## config.mk

```make
export PLATFORM = sky130hd
export DESIGN_NAME = sbox_prep
export DESIGN_NICKNAME = d
export VERILOG_FILES = /design/src/rtl/sbox_pkg.sv /design/src/rtl/sbox_prep.sv
export VERILOG_INCLUDE_DIRS = /design/src /design/src/rtl
export SDC_FILE = /design/constraint.sdc
export NUM_CORES = 2
export LEC_CHECK = 0
export BUFFER_PORTS_ARGS = -buffer_cell sky130_fd_sc_hd__buf_2
export CORE_MARGIN = 2
export CORE_UTILIZATION = 40
export DETAILED_ROUTE_END_ITERATION = 8
export MAX_ROUTING_LAYER = met4
export REMOVE_ABC_BUFFERS = 1
export SETUP_SLACK_MARGIN = 0.02
export SLEW_MARGIN = 20
export SYNTH_ARGS = -nofsm -noshare
export SYNTH_HDL_FRONTEND = slang
export SYNTH_SLANG_ARGS = --single-unit
```

## constraint.sdc

```tcl
create_clock -name clk -period 32.5 [get_ports clk]
set_clock_uncertainty 0.1 [all_clocks]
set_input_delay 3.25 -clock clk [delete_from_list [all_inputs] [get_ports clk]]
set_output_delay 3.25 -clock clk [all_outputs]
set_load 0.005 [all_outputs]
```

## src/rtl/segment_box_overlap_test_core_assert.svh

```systemverilog
// ---------------------------------------------------------------------------
// Segment/box overlap core - assertion macros
// Shared concurrent assertion forms, clocked on clk, disabled in reset.
// ---------------------------------------------------------------------------
`ifndef SEGMENT_BOX_OVERLAP_TEST_CORE_ASSERT_SVH
`define SEGMENT_BOX_OVERLAP_TEST_CORE_ASSERT_SVH

// same-cycle implication
`define SBOX_ASSERT_IMP(label, ante, cons, msg) \
    label: assert property (@(posedge clk) disable iff (!rst_n) (ante) |-> (cons)) \
        else $error(msg);

// next-cycle implication
`define SBOX_ASSERT_NXT(label, ante, cons, msg) \
    label: assert property (@(posedge clk) disable iff (!rst_n) (ante) |=> (cons)) \
        else $error(msg);

`endif

```

## src/rtl/sbox_pkg.sv

```systemverilog
// ---------------------------------------------------------------------------
// sbox_pkg
// Widths, types and register codes of the segment/box overlap core.
// ---------------------------------------------------------------------------
`timescale 1ns / 1ps
`default_nettype none

package sbox_pkg;

    localparam int COORD_WIDTH     = 32;
    // doubled midpoint, box centered: sum of four coordinates
    localparam int MID_WIDTH       = COORD_WIDTH + 2;
    // doubled half vector and doubled half extent
    localparam int DIF_WIDTH       = COORD_WIDTH + 1;
    localparam int FACE_WIDTH      = COORD_WIDTH + 3;
    localparam int PROD_WIDTH      = MID_WIDTH + DIF_WIDTH;
    localparam int CROSS_WIDTH     = PROD_WIDTH + 1;
    localparam int REG_INDEX_WIDTH = 3;
    localparam int AXES            = 3;

    typedef logic signed [COORD_WIDTH-1:0] coord_t;
    typedef logic signed [MID_WIDTH-1:0]   mid_t;
    typedef logic signed [DIF_WIDTH-1:0]   dif_t;
    typedef logic        [DIF_WIDTH-1:0]   mag_t;
    typedef logic signed [FACE_WIDTH-1:0]  face_t;
    typedef logic signed [PROD_WIDTH-1:0]  prod_t;
    typedef logic signed [CROSS_WIDTH-1:0] cross_t;

    // index 0 is x, 1 is y, 2 is z
    typedef coord_t [AXES-1:0] vec_t;

    typedef struct packed {
        vec_t low;
        vec_t high;
    } box_t;

    typedef enum logic [REG_INDEX_WIDTH-1:0] {
        REG_BOX_LOW_X  = 3'd0,
        REG_BOX_LOW_Y  = 3'd1,
        REG_BOX_LOW_Z  = 3'd2,
        REG_BOX_HIGH_X = 3'd3,
        REG_BOX_HIGH_Y = 3'd4,
        REG_BOX_HIGH_Z = 3'd5
    } reg_index_t;

    // front-end result handed to the cross-axis pipeline
    typedef struct packed {
        mid_t [AXES-1:0] m;
        dif_t [AXES-1:0] d;
        dif_t [AXES-1:0] h;
        mag_t [AXES-1:0] mag_d;
        logic            face_sep;
    } prep_t;

    // cross-axis pairs (i,j): (y,z), (x,z), (x,y)
    localparam int PAIR_I [AXES] = '{1, 0, 0};
    localparam int PAIR_J [AXES] = '{2, 2, 1};

endpackage

`default_nettype wire

```

## src/rtl/sbox_prep.sv

```systemverilog
// ---------------------------------------------------------------------------
// sbox_prep
// Stages 1-2: doubled midpoint, half vector and extent, then magnitudes
// and the three box-face axis tests.
// ---------------------------------------------------------------------------
`timescale 1ns / 1ps
`default_nettype none
`include "segment_box_overlap_test_core_assert.svh"

module sbox_prep
    import sbox_pkg::*;
(
    input  wire logic  clk,
    input  wire logic  rst_n,
    input  wire box_t  box,
    input  wire logic  up_valid,
    output logic       up_ready,
    input  wire vec_t  seg_start,
    input  wire vec_t  seg_end,
    output logic       dn_valid,
    input  wire logic  dn_ready,
    output prep_t      dn_data
);

    logic             s1_valid_reg;
    mid_t [AXES-1:0]  s1_m_reg, s1_m_next;
    dif_t [AXES-1:0]  s1_d_reg, s1_d_next;
    dif_t [AXES-1:0]  s1_h_reg, s1_h_next;
    logic             s2_valid_reg;
    prep_t            s2_reg, s2_next;
    logic             s1_ready;
    logic             s2_ready;

    assign s2_ready = !s2_valid_reg || dn_ready;
    assign s1_ready = !s1_valid_reg || s2_ready;
    assign up_ready = s1_ready;

    always_comb
    begin
        for (int k = 0; k < AXES; k++)
        begin
            s1_m_next[k] = mid_t'($signed(seg_start[k])) + mid_t'($signed(seg_end[k]))
                         - mid_t'($signed(box.low[k])) - mid_t'($signed(box.high[k]));
            s1_d_next[k] = dif_t'($signed(seg_start[k])) - dif_t'($signed(seg_end[k]));
            s1_h_next[k] = dif_t'($signed(box.high[k])) - dif_t'($signed(box.low[k]));
        end
    end

    always_comb
    begin
        logic [MID_WIDTH-1:0] mag_m;
        face_t                lhs;
        face_t                rhs;
        s2_next          = '0;
        s2_next.m        = s1_m_reg;
        s2_next.d        = s1_d_reg;
        s2_next.h        = s1_h_reg;
        s2_next.face_sep = 1'b0;
        for (int k = 0; k < AXES; k++)
        begin
            mag_m = s1_m_reg[k][MID_WIDTH-1] ? MID_WIDTH'(-$signed(s1_m_reg[k]))
                                             : s1_m_reg[k];
            s2_next.mag_d[k] = s1_d_reg[k][DIF_WIDTH-1] ? DIF_WIDTH'(-$signed(s1_d_reg[k]))
                                                        : s1_d_reg[k];
            lhs = face_t'({1'b0, mag_m});
            rhs = face_t'($signed(s1_h_reg[k])) + face_t'({2'b00, s2_next.mag_d[k]});
            if (lhs > rhs)
            begin
                s2_next.face_sep = 1'b1;
            end
        end
    end

    always_ff @(posedge clk or negedge rst_n)
    begin
        if (!rst_n)
        begin
            s1_valid_reg <= 1'b0;
            s2_valid_reg <= 1'b0;
        end
        else
        begin
            if (s1_ready)
            begin
                s1_valid_reg <= up_valid;
            end
            if (s2_ready)
            begin
                s2_valid_reg <= s1_valid_reg;
            end
        end
    end

    always_ff @(posedge clk)
    begin
        if (s1_ready && up_valid)
        begin
            s1_m_reg <= s1_m_next;
            s1_d_reg <= s1_d_next;
            s1_h_reg <= s1_h_next;
        end
        if (s2_ready && s1_valid_reg)
        begin
            s2_reg <= s2_next;
        end
    end

    assign dn_valid = s2_valid_reg;
    assign dn_data  = s2_reg;

    `SBOX_ASSERT_NXT(a_prep_s1_hold, s1_valid_reg && !s2_ready,
        s1_valid_reg && $stable(s1_m_reg), "stage 1 item lost under stall")
    `SBOX_ASSERT_NXT(a_prep_s2_hold, s2_valid_reg && !dn_ready,
        s2_valid_reg && $stable(s2_reg), "stage 2 item lost under stall")

endmodule

`default_nettype wire

```

* Yosys cells after proc, flatten, opt, wreduce, memory -nomap -nowiden
Index checks and enable logic that the tools add are counted.
** Word-level totals
- Register bits after elaboration :: 702
- Bits of input ports :: 388
- Word-level logic and storage cells :: 65
** Cells by class
- Add/sub/neg operators :: 24
- $lt $le $gt $ge :: 3
- Mux-type cells :: 7
- Reductions and logical operators :: 7
** Operators with widths (number)
- subtractor 32 x 32 -> 33 bit :: 6
- adder 33 x 34 -> 35 bit :: 3
- greater-than comparator 35 bit :: 3
- 2-to-1 mux 34 bit :: 3
- negation 34 bit :: 3
- subtractor 33 x 32 -> 34 bit :: 3
- subtractor 34 x 32 -> 34 bit :: 3
- adder 32 x 32 -> 33 bit :: 3
- 2-to-1 mux 33 bit :: 3
- negation 33 bit :: 3
- logical AND 1 bit :: 2
- logical NOT 1 bit :: 2
- logical OR 1 bit :: 2
- OR reduction 2 bit :: 1
- 2-to-1 mux 1 bit :: 1

* Depth between registers and ports, before layout
- Word-level depth :: 5
- Gate-level depth with buffers :: 28

* Worst setup path before layout
Ideal clock, no wire load.
- Kind :: in2reg
- From :: input dn_ready
- To :: register s2_reg, in the netlist dn_data[0], enable pin
- Data arrival time :: 12.295 ns
- Data required time :: 31.590 ns
- Slack :: 19.295 ns
- Stages :: 2
- Cell sequence :: nand2b_1 -> and2_1
** Between the ends
- Longest elaborated chain between the ends :: 2
** RTL lines
- from (decl) :: line sbox_prep.sv:21 : input wire logic dn_ready,
- logical OR 1 bit :: line sbox_prep.sv:34 : assign s2_ready = !s2_valid_reg || dn_ready;
- logical AND 1 bit :: line sbox_prep.sv:102 : if (s2_ready && s1_valid_reg)
- to (signal assigned) :: line sbox_prep.sv:104 : s2_reg <= s2_next;
- to (decl) :: line sbox_prep.sv:30 : prep_t s2_reg, s2_next;
Every way passes these cells.
A chain may end at the register's enable or synchronous reset.

==> impl_metrics.tcl <==
set metrics [dict create \
    run_status "complete, no violations" \
    path_class "in2reg" \
    cts_tree "yes" \
    core_um2 129000 \
    hold_path.class "reg2reg" \
    critPathLaunchType "input pin" \
    cts_sinks 699 \
    yosysSeqAreaShare_pct 40.5 \
    dpl-instance-area_um2 58000 \
    ys_ff_latch 699 \
    root_buffer "clkbuf_16" \
    cp-end-kind "register" \
    final_hold_viol_count 0 \
    min_period_over_period_pct 24.9 \
    grt_pass1_vias 39300 \
    rrSetupSlack_ps 24760 \
    wl_per_cell_um 23.1 \
    syn2layout_area_growth_pct 17.7 \
    pin_count 790 \
    die_y_um 364 \
    setup_slack_ps 24400 \
    fmax_mhz 123 \
    rsz0062_at_grt "false" \
    dp.final_hpwl_mm 144 \
    synthesis.area_um2 51800 \
    gp_congestion 1.01 \
    dp_slack_ps 23740 \
    hold_start "s1_h_reg[6]$_DFFE_PP_" \
    synth_flop_cell "edfxtp_1" \
    fin_crit_ps 8100 \
    synth_top_area_share_pct 40.4 \
    port-buffer-count 789 \
    grt_pass1_wl_mm 249 \
    setup_tns_ps 0 \
    arrival_ps 8440 \
    initial_utilization_pct 40.1 \
    cts_resized 0 \
    cts_buffers 83 \
    max_cap_viol_count 0 \
    r2r-start "s1_d_reg[68]$_DFFE_PP_" \
    ir_worst_vdd_v 0.0000378 \
    die-area_um2 132000 \
    relSlewSlack_pct 27.8 \
    report.final.slew_viol_count 0 \
    die_width_um 364 \
    num_vias 39500 \
    num-fill-cells 12000 \
    syn_avg_cell_area_um2 11.0 \
    grt_max_degree 126 \
    largest_reg_flops 397 \
    clk_path_buf_depth 3 \
    synth_area_leaders "edfxtp_1, ha_1, fa_1" \
    cp.required_ps 32830 \
    routed_wl_mm 172 \
    finalInstanceArea_um2 60900 \
    h-tree-depth 3 \
    final-setup-viol-count 0 \
    clkLatencyLatePin_ps 680 \
    rows 132 \
    utilization_pct 47.2 \
    synth-edff-count 697 \
    synth_common_cells "edfxtp_1, ha_1, inv_1" \
    async_flop_share_pct 0.286 \
    track_usage_pct 26.2 \
    synth_cell_types 88 \
    synth.most_common_cell "edfxtp_1" \
    clkTransAtPathRegs_ps 60 \
    cp_max_fo 4 \
    finalNetCount 6764 \
    postCtsSetupBuffers 0 \
    drive_above_1_share_pct 17.9 \
    detail-route-antenna-nets 0 \
    yosysTopAreaCell "edfxtp_1" \
    grt_antenna_before_repair 62 \
    powerDensity_nw_per_um2 69.4 \
    holdBufCountCts 0 \
    p_leak_uw 0.0260 \
    drtPass1Iterations 6 \
    viasPerCell 5.33 \
    synthCells 4709 \
    yosys_warnings 0 \
    grt-ovfl-total 0 \
    critPathLaunch "box[64]" \
    drcViolationCount 0 \
    drt_iter0_drc 2815 \
    worst_pin_slew_ps 1060 \
]
per-layer routing:
metal | wire (um) | share of wire [%] | track usage [%] | up-vias
li1 | - | - | - | 18800
met1 | 69500 | 41 | 31.3 | 19200
met2 | 81900 | 48 | 43.2 | 1270
met3 | 13400 | 7.8 | 5.67 | 263
met4 | 6740 | 3.9 | 9.87 | 0
met5 | 0 | 0 | - | -
cell families (layout without fill, tap and decap cells):
logic type	after synthesis	after routing	share of synthesized area [%]
buf+inv	517	1445	3.77
fa+ha+maj	805	805	22.4
simple gates	1034	1034	10.2
xor+xnor	520	520	8.80
other cells	0	46	0
mux	2	2	0.0387
compound gates	1132	1132	14.3
flops	699	699	40.5
power by group:
group	leakage, uW	switching [uW]	internal (uW)
combinational	0.0179	1060	788
clock	0.00137	404	583
sequential	0.00671	149	1240
cell type report:
| type | count | area (um2) | share of cell area (%) |
|---|---|---|---|
| Clock buffer | 94 | 2180 | 3.58 |
| Timing Repair Buffer | 809 | 4130 | 6.77 |
| Sequential cell | 699 | 21000 | 34.4 |
| Multi-Input combinational cell | 3493 | 28900 | 47.3 |
| Clock inverter | 57 | 683 | 1.12 |
| Antenna cell | 46 | 115 | 0.189 |
| Tap cell | 1742 | 2180 | 3.58 |
| Inverter | 485 | 1820 | 2.99 |
through the flow:
stage               total power [uW]  instances  hold slack (ps)
floorplan                       2640       4677              331
global placement                3220       7228              345
detailed placement              3240       7228              351
CTS                             4240       7379              365
global route                    4520       7420              374
finish                          4230       7425              358
worst max-delay path: stages:
cell	delay [ps]
buf_2	80
inv_1	80
fa_1	540
inv_1	50
fa_1	470
inv_1	50
ha_1	210
inv_1	90
fa_1	210
nor2b_1	70
o31a_1	290
o41ai_1	820
a2111oi_0	440
o21ai_0	590
o21ai_0	250
o41a_1	390
a41oi_1	280
a21oi_1	120
xor2_1	150
placed cells by master, fill, tap and decap left out, drive strengths merged, types with 138 or more instances in the layout:
cell | Yosys | final
buf | 3 | 809
edfxtp | 697 | 697
ha | 601 | 601
inv | 485 | 493
xnor2 | 394 | 394
a21oi | 318 | 318
nor2 | 284 | 284
o21ai | 216 | 216
nand2 | 205 | 205
fa | 204 | 204
a21o | 138 | 138
path summary, 6_finish.rpt:
kind / depth (start not counted) / endpoint
worst max-delay path: 19 / s1_m_reg[100]$_DFFE_PP_
worst min-delay path: 0 / dn_data[106]$_DFFE_PP_
worst max register to register: 26 / dn_data[0]$_SDFFCE_PP1P_
worst min register to register: 0 / dn_data[106]$_DFFE_PP_
max in group asynchronous: 1 / dn_valid$_DFFE_PN0P_
min in group asynchronous: 1 / dn_valid$_DFFE_PN0P_
No activity file was read; power rests on OpenSTA's default activity.
